===== src/hw/rtl/sorted_module_table_update_top_assert.svh =====
// Assertion macros for the sorted module table RTL.
// Depends on nothing; included by the top level, the one file with checks.
`ifndef SORTED_MODULE_TABLE_UPDATE_TOP_ASSERT_SVH
`define SORTED_MODULE_TABLE_UPDATE_TOP_ASSERT_SVH

// Same-cycle implication, switched off while reset is asserted.
`define SMTU_ASSERT(label, clk, rst_n, ante, cons) \
    label: assert property (@(posedge clk) disable iff (!rst_n) (ante) |-> (cons)) \
        else $error("sorted module table check failed");

// Next-cycle implication, switched off while reset is asserted.
`define SMTU_ASSERT_NEXT(label, clk, rst_n, ante, cons) \
    label: assert property (@(posedge clk) disable iff (!rst_n) (ante) |=> (cons)) \
        else $error("sorted module table check failed");

`endif


===== src/hw/rtl/smtu_pkg.sv =====
// Types, codes and constants for the sorted module table.
// Used by smtu_cell and sorted_module_table_update_top; depends on nothing.
package smtu_pkg;

    localparam int MAX_MODULES_DEF = 8;

    localparam logic [7:0] ATTACH_LEN = 8'd12;
    localparam logic [7:0] DETACH_LEN = 8'd2;

    localparam logic [2:0] STATUS_OK          = 3'd0;
    localparam logic [2:0] STATUS_TOO_SHORT   = 3'd1;
    localparam logic [2:0] STATUS_BAD_DETACH  = 3'd2;
    localparam logic [2:0] STATUS_BAD_ATTACH  = 3'd3;
    localparam logic [2:0] STATUS_UNKNOWN     = 3'd4;
    localparam logic [2:0] STATUS_FULL        = 3'd5;

    typedef struct packed {
        logic [7:0]  packet_length;
        logic [7:0]  connect_id;
        logic [7:0]  attach_byte;
        logic [7:0]  hub_index;
        logic [7:0]  module_type;
        logic [31:0] hardware_revision;
        logic [31:0] firmware_revision;
    } in_word_t;

    typedef struct packed {
        logic [2:0]  status;
        logic        changed;
        logic [3:0]  module_count;
        logic        entry_present;
        logic [7:0]  entry_connect_id;
        logic [7:0]  entry_hub_index;
        logic [7:0]  entry_type;
        logic [31:0] entry_hardware_revision;
        logic [31:0] entry_firmware_revision;
        logic        last_of_run;
    } out_word_t;

    // Hub index sits above connect id, so the pair compares as the sort key.
    typedef struct packed {
        logic [7:0]  hub_index;
        logic [7:0]  connect_id;
        logic [7:0]  module_type;
        logic [31:0] hw_revision;
        logic [31:0] fw_revision;
    } entry_t;

    typedef enum logic [2:0] {
        CELL_HOLD,
        CELL_SHIFT_DOWN,
        CELL_SHIFT_UP,
        CELL_LOAD,
        CELL_RING
    } cell_op_t;

    typedef struct packed {
        cell_op_t op;
    } cell_ctl_t;

    typedef struct packed {
        logic id_match;
        logic key_less;
    } cell_flags_t;

endpackage


===== src/hw/rtl/sorted_module_table_update_top.sv =====
// Sorted module table top level: handshake, sequencing and listing.
// Depends on smtu_pkg, smtu_cell and sorted_module_table_update_top_assert.svh.

// The block keeps up to MAX_MODULES attached modules in a row of cells, ordered
// by hub index and then by connect id, with cell 0 holding the smallest key.
// Each input word is one attach or detach notification with its length. In the
// cycle after acceptance the length is checked and the matching entry, if any,
// is taken out by shifting the cells above it down by one; the next cycle a
// valid attach is written into its sorted place by shifting the larger entries
// up by one. The table is then listed through cell 0: the active cells rotate
// as a ring, one entry per output word, and after a full turn they are back in
// order. An empty table gives a single word with entry_present low. Status,
// changed and module_count repeat on every word of one notification, and
// last_of_run marks the final one. The ring turns only while the output
// register is empty or its word is being taken. A finished word waits in
// the output register, and the next notification is accepted while it
// waits. No new word is accepted until the listing has finished.
`include "sorted_module_table_update_top_assert.svh"

module sorted_module_table_update_top #(
    parameter int MAX_MODULES = smtu_pkg::MAX_MODULES_DEF
) (
    input  logic                clk,
    input  logic                rst_n,
    input  logic                in_valid,
    output logic                in_ready,
    input  smtu_pkg::in_word_t  in_data,
    output logic                out_valid,
    input  logic                out_ready,
    output smtu_pkg::out_word_t out_data
);

    localparam int CNT_W = $clog2(MAX_MODULES + 1);

    // One-hot sequencer states.
    typedef enum logic [3:0] {
        S_IDLE   = 4'b0001,
        S_DECIDE = 4'b0010,
        S_INSERT = 4'b0100,
        S_LIST   = 4'b1000
    } state_t;

    state_t              state_reg;
    state_t              state_next;
    smtu_pkg::in_word_t  item_reg;
    smtu_pkg::in_word_t  item_next;
    logic [CNT_W-1:0]    count_reg;
    logic [CNT_W-1:0]    count_next;
    logic [CNT_W-1:0]    list_cnt_reg;
    logic [CNT_W-1:0]    list_cnt_next;
    logic [2:0]          status_reg;
    logic [2:0]          status_next;
    logic                changed_reg;
    logic                changed_next;
    logic                insert_reg;
    logic                insert_next;
    logic                out_valid_reg;
    logic                out_valid_next;
    smtu_pkg::out_word_t out_reg;
    smtu_pkg::out_word_t out_next;

    smtu_pkg::entry_t      cell_entry [MAX_MODULES];
    smtu_pkg::cell_flags_t cell_flags [MAX_MODULES];
    smtu_pkg::cell_ctl_t   cell_ctl   [MAX_MODULES];
    smtu_pkg::entry_t      new_entry;

    logic [MAX_MODULES-1:0] active;
    logic [MAX_MODULES-1:0] match;
    logic [MAX_MODULES-1:0] less;
    logic [MAX_MODULES-1:0] at_or_after;
    logic [MAX_MODULES-1:0] prev_less;

    logic found;
    logic is_attach;
    logic table_full;
    logic remove_go;
    logic list_load;
    logic list_last;

    assign new_entry.hub_index   = item_reg.hub_index;
    assign new_entry.connect_id  = item_reg.connect_id;
    assign new_entry.module_type = item_reg.module_type;
    assign new_entry.hw_revision = item_reg.hardware_revision;
    assign new_entry.fw_revision = item_reg.firmware_revision;

    // The row of cells; each one sees its two neighbours and cell 0 for the ring.
    for (genvar i = 0; i < MAX_MODULES; i++)
    begin : g_cell
        smtu_pkg::entry_t lower_entry;
        smtu_pkg::entry_t upper_entry;

        if (i == 0)
        begin : g_first
            assign lower_entry = cell_entry[0];
            assign prev_less[0] = 1'b1;
            assign at_or_after[0] = match[0];
        end
        else
        begin : g_rest
            assign lower_entry = cell_entry[i-1];
            assign prev_less[i] = less[i-1];
            assign at_or_after[i] = at_or_after[i-1] | match[i];
        end

        if (i == MAX_MODULES - 1)
        begin : g_last
            assign upper_entry = cell_entry[i];
        end
        else
        begin : g_inner
            assign upper_entry = cell_entry[i+1];
        end

        assign active[i] = (CNT_W'(i) < count_reg);
        assign match[i]  = active[i] & cell_flags[i].id_match;
        assign less[i]   = active[i] & cell_flags[i].key_less;

        smtu_cell u_cell (
            .clk         (clk),
            .ctl         (cell_ctl[i]),
            .new_entry   (new_entry),
            .lower_entry (lower_entry),
            .upper_entry (upper_entry),
            .ring_entry  (cell_entry[0]),
            .probe_id    (item_reg.connect_id),
            .probe_key   ({item_reg.hub_index, item_reg.connect_id}),
            .entry       (cell_entry[i]),
            .flags       (cell_flags[i])
        );
    end

    assign found      = |match;
    assign is_attach  = (item_reg.attach_byte != 8'd0);
    assign table_full = (count_reg == CNT_W'(MAX_MODULES));

    // A valid detach of a known module, or an attach that replaces one.
    assign remove_go = found && (item_reg.packet_length >= smtu_pkg::DETACH_LEN) &&
                       (is_attach ? (item_reg.packet_length == smtu_pkg::ATTACH_LEN)
                                  : (item_reg.packet_length == smtu_pkg::DETACH_LEN));

    assign list_load = (state_reg == S_LIST) && (!out_valid_reg || out_ready);
    assign list_last = (count_reg == '0) || (CNT_W'(list_cnt_reg + 1'b1) == count_reg);

    // Per-cell moves for each phase.
    always_comb
    begin
        for (int i = 0; i < MAX_MODULES; i++)
        begin
            cell_ctl[i].op = smtu_pkg::CELL_HOLD;
            if (state_reg == S_DECIDE)
            begin
                if (remove_go && at_or_after[i] && (i < MAX_MODULES - 1))
                    cell_ctl[i].op = smtu_pkg::CELL_SHIFT_DOWN;
            end
            else if (state_reg == S_INSERT)
            begin
                if (insert_reg && !less[i])
                    cell_ctl[i].op = prev_less[i] ? smtu_pkg::CELL_LOAD
                                                  : smtu_pkg::CELL_SHIFT_UP;
            end
            else if (list_load && active[i])
            begin
                if (CNT_W'(i + 1) == count_reg)
                    cell_ctl[i].op = smtu_pkg::CELL_RING;
                else
                    cell_ctl[i].op = smtu_pkg::CELL_SHIFT_DOWN;
            end
        end
    end

    // Sequencer and status decision.
    always_comb
    begin
        state_next    = state_reg;
        item_next     = item_reg;
        count_next    = count_reg;
        list_cnt_next = list_cnt_reg;
        status_next   = status_reg;
        changed_next  = changed_reg;
        insert_next   = insert_reg;

        unique case (state_reg)
            S_IDLE:
            begin
                if (in_valid)
                begin
                    item_next  = in_data;
                    state_next = S_DECIDE;
                end
            end
            S_DECIDE:
            begin
                status_next  = smtu_pkg::STATUS_OK;
                changed_next = 1'b0;
                insert_next  = 1'b0;
                if (item_reg.packet_length < smtu_pkg::DETACH_LEN)
                    status_next = smtu_pkg::STATUS_TOO_SHORT;
                else if (!is_attach)
                begin
                    if (item_reg.packet_length != smtu_pkg::DETACH_LEN)
                        status_next = smtu_pkg::STATUS_BAD_DETACH;
                    else if (!found)
                        status_next = smtu_pkg::STATUS_UNKNOWN;
                    else
                        changed_next = 1'b1;
                end
                else if (item_reg.packet_length != smtu_pkg::ATTACH_LEN)
                    status_next = smtu_pkg::STATUS_BAD_ATTACH;
                else if (!found && table_full)
                    status_next = smtu_pkg::STATUS_FULL;
                else
                begin
                    changed_next = 1'b1;
                    insert_next  = 1'b1;
                end
                if (remove_go)
                    count_next = CNT_W'(count_reg - 1'b1);
                state_next = S_INSERT;
            end
            S_INSERT:
            begin
                if (insert_reg)
                    count_next = CNT_W'(count_reg + 1'b1);
                list_cnt_next = '0;
                state_next    = S_LIST;
            end
            S_LIST:
            begin
                if (list_load)
                begin
                    list_cnt_next = CNT_W'(list_cnt_reg + 1'b1);
                    if (list_last)
                        state_next = S_IDLE;
                end
            end
            default:
            begin
                state_next = S_IDLE;
            end
        endcase
    end

    // Output word, taken from cell 0 while the ring turns.
    always_comb
    begin
        out_valid_next = out_valid_reg;
        out_next       = out_reg;
        if (list_load)
        begin
            out_valid_next                   = 1'b1;
            out_next.status                  = status_reg;
            out_next.changed                 = changed_reg;
            out_next.module_count            = 4'(count_reg);
            out_next.entry_present           = (count_reg != '0);
            out_next.entry_connect_id        = '0;
            out_next.entry_hub_index         = '0;
            out_next.entry_type              = '0;
            out_next.entry_hardware_revision = '0;
            out_next.entry_firmware_revision = '0;
            out_next.last_of_run             = list_last;
            if (count_reg != '0)
            begin
                out_next.entry_connect_id        = cell_entry[0].connect_id;
                out_next.entry_hub_index         = cell_entry[0].hub_index;
                out_next.entry_type              = cell_entry[0].module_type;
                out_next.entry_hardware_revision = cell_entry[0].hw_revision;
                out_next.entry_firmware_revision = cell_entry[0].fw_revision;
            end
        end
        else if (out_ready)
            out_valid_next = 1'b0;
    end

    always_ff @(posedge clk or negedge rst_n)
    begin
        if (!rst_n)
        begin
            state_reg     <= S_IDLE;
            count_reg     <= '0;
            list_cnt_reg  <= '0;
            status_reg    <= smtu_pkg::STATUS_OK;
            changed_reg   <= 1'b0;
            insert_reg    <= 1'b0;
            out_valid_reg <= 1'b0;
        end
        else
        begin
            state_reg     <= state_next;
            count_reg     <= count_next;
            list_cnt_reg  <= list_cnt_next;
            status_reg    <= status_next;
            changed_reg   <= changed_next;
            insert_reg    <= insert_next;
            out_valid_reg <= out_valid_next;
        end
    end

    always_ff @(posedge clk)
    begin
        item_reg <= item_next;
        out_reg  <= out_next;
    end

    assign in_ready  = (state_reg == S_IDLE);
    assign out_valid = out_valid_reg;
    assign out_data  = out_reg;

    // The table never holds more entries than there are cells.
    `SMTU_ASSERT(a_count_bound, clk, rst_n, 1'b1, count_reg <= CNT_W'(MAX_MODULES))
    // Connect ids are unique among the active cells.
    `SMTU_ASSERT(a_match_unique, clk, rst_n, state_reg == S_DECIDE, $onehot0(match))
    // An accepted word always starts the decision step.
    `SMTU_ASSERT_NEXT(a_accept_decide, clk, rst_n, in_valid && in_ready,
                      state_reg == S_DECIDE)
    // The last listed word closes the run and frees the input side.
    `SMTU_ASSERT_NEXT(a_last_idle, clk, rst_n, list_load && list_last,
                      state_reg == S_IDLE && out_valid_reg && out_data.last_of_run)

endmodule


===== src/hw/rtl/smtu_cell.sv =====
// One slot of the sorted module table: holds an entry and compares it.
// Depends on smtu_pkg.
module smtu_cell (
    input  logic                 clk,
    input  smtu_pkg::cell_ctl_t  ctl,
    input  smtu_pkg::entry_t     new_entry,
    input  smtu_pkg::entry_t     lower_entry,
    input  smtu_pkg::entry_t     upper_entry,
    input  smtu_pkg::entry_t     ring_entry,
    input  logic [7:0]           probe_id,
    input  logic [15:0]          probe_key,
    output smtu_pkg::entry_t     entry,
    output smtu_pkg::cell_flags_t flags
);

    smtu_pkg::entry_t entry_reg;
    smtu_pkg::entry_t entry_next;

    always_comb
    begin
        case (ctl.op)
            smtu_pkg::CELL_SHIFT_DOWN: entry_next = upper_entry;
            smtu_pkg::CELL_SHIFT_UP:   entry_next = lower_entry;
            smtu_pkg::CELL_LOAD:       entry_next = new_entry;
            smtu_pkg::CELL_RING:       entry_next = ring_entry;
            default:                   entry_next = entry_reg;
        endcase
    end

    always_ff @(posedge clk)
    begin
        entry_reg <= entry_next;
    end

    assign entry          = entry_reg;
    assign flags.id_match = (entry_reg.connect_id == probe_id);
    assign flags.key_less = ({entry_reg.hub_index, entry_reg.connect_id} < probe_key);

endmodule


===== config.mk =====
export PLATFORM = sky130hd
export DESIGN_NAME = sorted_module_table_update_top
export DESIGN_NICKNAME = d
export VERILOG_FILES = /design/src/hw/rtl/smtu_pkg.sv /design/src/hw/rtl/sorted_module_table_update_top.sv /design/src/hw/rtl/smtu_cell.sv
export VERILOG_INCLUDE_DIRS = /design/src /design/src/hw/rtl
export SDC_FILE = /design/constraint.sdc
export NUM_CORES = 2
export LEC_CHECK = 0
export BUFFER_PORTS_ARGS = -buffer_cell sky130_fd_sc_hd__buf_2
export CAP_MARGIN = 20
export CORE_MARGIN = 4
export CORE_UTILIZATION = 62
export DETAILED_ROUTE_END_ITERATION = 8
export GPL_TIMING_DRIVEN = 0
export MAX_ROUTING_LAYER = met4
export PLACE_DENSITY = 0.8
export SETUP_SLACK_MARGIN = 0.2
export SLEW_MARGIN = 20
export SYNTH_ARGS = -nofsm -noshare
export SYNTH_HDL_FRONTEND = slang
export SYNTH_SLANG_ARGS = --single-unit

===== constraint.sdc =====
create_clock -name clk -period 11.87 [get_ports clk]
set_clock_uncertainty 0.1 [all_clocks]
set_input_delay 2.374 -clock clk [delete_from_list [all_inputs] [get_ports clk]]
set_output_delay 2.374 -clock clk [all_outputs]
set_load 0.02 [all_outputs]

======== After elaboration in Yosys (flattened, before gate mapping) ========
Index checks and enable logic that the tools add are counted.
Widths: inputs -> output; s select.
word-level totals
  flip-flop bits (word level) ............. 924
  bits of input ports ..................... 108
  output and inout port bits .............. 100
  logic and storage cells ................. 314
cells by class
  add/sub/neg operators ................... 3
  magnitude comparators ................... 18
  equality and inequality tests ........... 60
  muxes and demuxes ....................... 88
  bitwise gates (word level) .............. 22
  reductions and logical operators ........ 59
operator list
  kind                 number
  $pmux 88 s4          5
  $pmux 88 s3          2
  $pmux 88 s2          1
  $lt 16x16->1         8
  $mux 3               38
  $eq 8x8->1           8
  $eq 3x2->1 const B   15
  $logic_and 1x1->1    27
  $mux 1               25
  $mux 4               6
  $reduce_bool 4->1    6
  $eq 3x1->1 const B   7
  $eq 3x3->1 const B   7
  $and 1x1->1          16
  $eq 3x4->1 const A   4
  $lt 3x4->1 const A   4
  $mux 2               8
  $pmux 4 s2           2
  $pmux 4 s4           1
  $logic_not 1->1      10
  $ne 2x2->1 const B   5
  $add 4x1->4 const B  2
  $eq 2x4->1 const A   2
  $eq 4x4->1 const B   2
  other kinds (25)     39

======== Depth between registers and ports, before layout ========
  depth in word-level cells ............... 13
  gate-level depth with buffers ........... 14
  mapped depth without buffers ............ 10

======== By module ========
A second synthesis with hierarchy kept.
second synthesis, totals
  cell total of the unflattened synthesis .. 5818
  area total of the unflattened synthesis .. 62184.6 µm²
modules (own cells, without submodules)
  module                            times used  cells each  area an instance (µm²)  sequential area each (µm²)
  smtu_cell (g_cell[3].u_cell ...)  5           665         6744.0                  2642.5
  smtu_cell (g_cell[0].u_cell ...)  3           665         6745.2                  2642.5
  sorted_module_table_update_top    1           498         8229.1                  6517.5

======== Worst setup path before layout ========
Ideal clock, no wire load.
  path type ............................... in2reg
  start point ............................. input port out_ready
  end point ............................... register g_cell[0].u_cell.entry_reg, in the netlist g_cell[0].u_cell.entry[0] (enable)
  library setup time ...................... 0.643 ns
  arrival time ............................ 9.981 ns
  required time ........................... 11.127 ns
  setup slack ............................. 1.147 ns
  stages on the path ...................... 5
  path buffers ............................ 0
  path through ............................ nand2b_1 -> nand2_1 -> inv_2 -> a21oi_1 -> nor3_1
on the way
  cells in the longest elaborated chain, start to end .. 8
  elaborated cells on any way between the ends .. 9
  classes of those cells .................. 2 x eq/ne; 3 x mux; 4 x reduce/logical
ends and longest elaborated chain
  item                                             line                                   RTL
  start: declaration                               sorted_module_table_update_top.sv:29   input logic out_ready,
  $logic_or 1x1->1 *                               sorted_module_table_update_top.sv:141  assign list_load = (state_reg == S_LIST) && (!out_valid_reg || out_ready);
  $logic_and 1x1->1 *                              sorted_module_table_update_top.sv:141
  via list_load                                    sorted_module_table_update_top.sv:77   logic list_load;
  $logic_and 1x1->1 *                              sorted_module_table_update_top.sv:161  else if (list_load && active[i])
  $mux 3 *                                         sorted_module_table_update_top.sv:161
  $mux 3 *                                         sorted_module_table_update_top.sv:155  else if (state_reg == S_INSERT)
  $mux 3 *                                         sorted_module_table_update_top.sv:150  if (state_reg == S_DECIDE)
  $eq 3x1->1 / $eq 3x2->1 (equally long branches)  smtu_cell.sv:21                        case (ctl.op)
  $reduce_bool 2->1 (no source line) *             -
  end signal: assignment                           smtu_cell.sv:32                        entry_reg <= entry_next;
  end: declaration                                 smtu_cell.sv:16                        smtu_pkg::entry_t entry_reg;
The timed path passes the listed nets; every way through them passes the cells marked *.
A chain may end at the register's enable or synchronous reset.

======== Worst setup path after layout ========
  start point ............................. input port out_ready
  end point ............................... register g_cell[2].u_cell.entry_reg, in the netlist g_cell[2].u_cell.entry[38] (enable)
on the way
  cells in the longest elaborated chain, start to end .. 8
  elaborated cells on any way between the ends .. 11
  classes of those cells .................. 4 x eq/ne; 3 x mux; 4 x reduce/logical
ends and longest elaborated chain
  item                                  line
  $logic_or 1x1->1 *                    sorted_module_table_update_top.sv:141
  $logic_and 1x1->1 *                   sorted_module_table_update_top.sv:141
  via list_load                         sorted_module_table_update_top.sv:77
  $logic_and 1x1->1 *                   sorted_module_table_update_top.sv:161
  $mux 3 *                              sorted_module_table_update_top.sv:161
  $mux 3 *                              sorted_module_table_update_top.sv:155
  $mux 3 *                              sorted_module_table_update_top.sv:150
  $eq 3x1->1 (tied with other cells)    smtu_cell.sv:21
  $reduce_bool 4->1 (no source line) *  -
  end signal: assignment                smtu_cell.sv:32
  end: declaration                      smtu_cell.sv:16
Marks and branches as above.

==> impl_metrics.yaml <==
final_layout:
  largest_reg_flops: 704
  utilization: 0.707
  drive_above_1_share: 0.125
  final_cells: 5562
  nNetsFinal: 4677
  area_growth_pct: 13.0
  design_area_um2: 54600
route:
  wirelength_mm: 159
  route.detailed.drc: 0
  vias_per_cell: 7.01
  vias: 39000
  dr.first_iter.drc_count: 6517
  ant_nets: 0
  drtPass1Iterations: 9
  wire_per_inst_um: 28.6
sta:
  slew_violations: 0
  hold_viol_final: 0
  fin_ws_ns: 5.50
  holdWs_ns: 0.357
  rsz0062_at_grt: "no"
  tns_ns: 0
  fin_crit_ns: 6.37
  fmaxAchievable_ghz: 0.157
  setup_violations: 0
  relSlewSlack: 0.181
  worst_slew_pin_slew_ns: 1.23
  fin_crit_sh: 0.537
logic_synthesis:
  syn_area_um2: 48300
  synth-seq-cells: 924
  synth_top_area_cell: "edfxtp_1"
  yosysWarnings: 0
  syn_nets: 4321
  synth_cells: 4079
  synth_top_area_share: 0.563
  syn_avg_cell_area_um2: 11.9
  async_flop_share: 0.0195
  ys_seq_area_frac: 0.572
  ys.flop_type: "edfxtp_1"
  synth.top_cells.by_area: "edfxtp_1 56%, mux2i_1 7.3%, nand2_1 4.0%, ha_1 3.5%, a22o_1 3.2%"
  synth_edf_count: 906
  synth_cell_types: 72
cts:
  cts_setup_buffers: 0
  cts_max_level: 3
  clock-sinks: 924
  clock_latency_ns: 0.68
  post_cts_resized: 0
  postCtsHoldBufs: 0
  numCtsBuffers: 98
  cts_tree: "yes"
  root_buffer: "clkbuf_16"
  clock_tree.buffer_depth: 3
  clk_pin_slew_ns: 0.06
place:
  place_ws_ns: 4.71
  dp_hpwl_mm: 109
  port_buffers: 207
  dp_cells: 5375
  dpl_cell_area_um2: 51400
  finalWeightedCongestion: 0.984
min_path:
  min_to: "out_data[94]"
  hold_path.class: "reg2reg"
  hold_depth: 0
  hold_start: "changed_reg"
setup_path:
  rr_worst_depth: 15
  timing.rr.end: "g_cell[6].u_cell.entry[65]"
  slowest_stage: "clkbuf_1"
  cp-start-kind: "primary input"
  rrSetupSlack_ns: 5.87
  crit_path_max_incr_delay_ns: 0.82
  crit_fanout: 52
  cp.arrival_ns: 6.64
  crit_chain: "buf_2 -> nand2b_1 -> nand2_1 -> inv_6 -> and3_1 -> clkbuf_2 -> clkbuf_1 -> clkbuf_1 -> o21bai_4 -> buf_12 -> buf_12 -> buf_16"
  path_class: "in2reg"
  worstPathRequired_ns: 12.14
  r2r_start: "item_reg[78]"
  critPathCaptureType: "flop"
global_routing:
  grt_pass1_vias: 37900
  grt_pass1_wl_mm: 235
  antenna_found_initial: 6
  globalRouteOverflowTotal: 0
  grt_usage: 0.387
  grt_start_max_net_pins: 56
floorplanning:
  core-area_um2: 77300
  rows: 102
  fp.dieArea_um2: 82500
  die_h_um: 287
  dieWidth_um: 287
  ios: 208
  initial_core_util: 0.625
pwr:
  combinationalPowerShare: 0.244
  fin_total_pwr_mw: 10.1
  p_leak_nw: 21.9
  sw_frac_of_total: 0.320
  ir_drop_mv: 0.127
  p_int_mw: 6.84
  pwr-share-clk: 0.311
  p_per_area_nw_per_um2: 184
  p_switching_mw: 3.22
  seq_power_share: 0.445
outcome:
  outcome: "finished clean"
run:
  maxCapViolCount: 0
critical path: cells and delay by family:
family	cells	cell delay [ns]
buf+inv	8	3.11
compound gates	1	0.45
simple gates	3	0.60
how the worst max path moves through the flow:
| stage | slack (ns) | start | depth (start not counted) | endpoint |
|---|---|---|---|---|
| 3_5_place_dp | 4.71 | out_ready | 12 | g_cell[2].u_cell.entry[38] |
| 6_report | 5.50 | out_ready | 12 | g_cell[2].u_cell.entry[38] |
| 5_1_grt | 5.57 | out_ready | 12 | g_cell[2].u_cell.entry[38] |
| 4_1_cts | 5.37 | out_ready | 12 | g_cell[2].u_cell.entry[42] |
| 3_3_place_gp | -5.12 | out_ready | 6 | g_cell[0].u_cell.entry[45] |
| 2_1_floorplan | 1.15 | out_ready | 5 | g_cell[0].u_cell.entry[0] |
layer usage:
metal,vias to the layer above,GRT usage,share of wire
met5,-,-,0
met3,605,0.104,0.14
li1,16400,-,-
met2,3170,0.574,0.44
met4,0,0.189,0.058
met1,18900,0.498,0.36
power by group through the flow:
stage	Sequential (mW)	Clock, mW	Combinational, mW
6_report	4.47	3.12	2.46
3_3_place_gp	4.63	0	2.18
4_1_cts	4.46	3.11	2.39
2_1_floorplan	4.49	0	1.51
5_1_grt	4.50	3.26	2.62
3_5_place_dp	4.52	0	2.37
cells in the final DEF (no fill, tap or decap), drive strengths merged, types with 5 or more instances in the layout:
master and count:
edfxtp 906, o211ai 126, o31ai 5, nor2 40
diode 6, nor4 5, nor3 30, xor2 6
a21o 102, nor4b 5, a221o 105, ha 134
a211oi 14, o21ai 222, a21oi 108, clkinv 38
nor2b 101, and3 60, or3 5, mux2 73
nand4 18, nand2b 7, a22oi 178, dfrtp 17
bufinv 8, buf 355, nand3 214, xnor2 5
and2 5, nand2 517, a22o 176, clkbuf 485
inv 40, mux2i 355
logic make-up (layout without fill, tap and decap cells):
| family | count (synthesis) | count (layout) | synth area share |
|---|---|---|---|
| compound gates | 1065 | 1065 | 0.159 |
| xor+xnor | 11 | 11 | 0.00199 |
| fa+ha+maj | 134 | 134 | 0.0347 |
| buf+inv | 490 | 927 | 0.0415 |
| flops | 924 | 924 | 0.572 |
| mux | 428 | 428 | 0.0908 |
| other cells | 0 | 6 | 0 |
| simple gates | 1027 | 1027 | 0.0999 |
synthesized netlist by cell type (6+ instances only):
master and n:
clkbuf_1 355, a22oi_1 178, buf_6 8, a211oi_1 14
nand2_1 516, a21oi_1 108, xor2_1 6, mux2i_1 354
edfxtp_1 906, nor2_1 38, nor3_1 29, nand4_1 18
buf_2 38, o21ai_0 110, ha_1 134, nor2b_1 101
buf_4 16, a221o_1 105, inv_1 35, buf_1 37
a21o_1 102, mux2_2 73, dfrtp_1 17, and3_1 60
nand2b_1 7, o21ai_1 112, nand3_1 214, a22o_1 176
o211ai_1 126
area by class of cell:
type,count,area [um^2]
Antenna cell,6,15.0
Inverter,36,140
Fill cell,5509,22700
Timing Repair Buffer,256,1690
Sequential cell,924,27700
Multi-Input combinational cell,2665,18800
Tap cell,1040,1300
Clock inverter,51,490
Buffer,454,1880
Clock buffer,130,2710
Power figures use the tool's default switching activity.
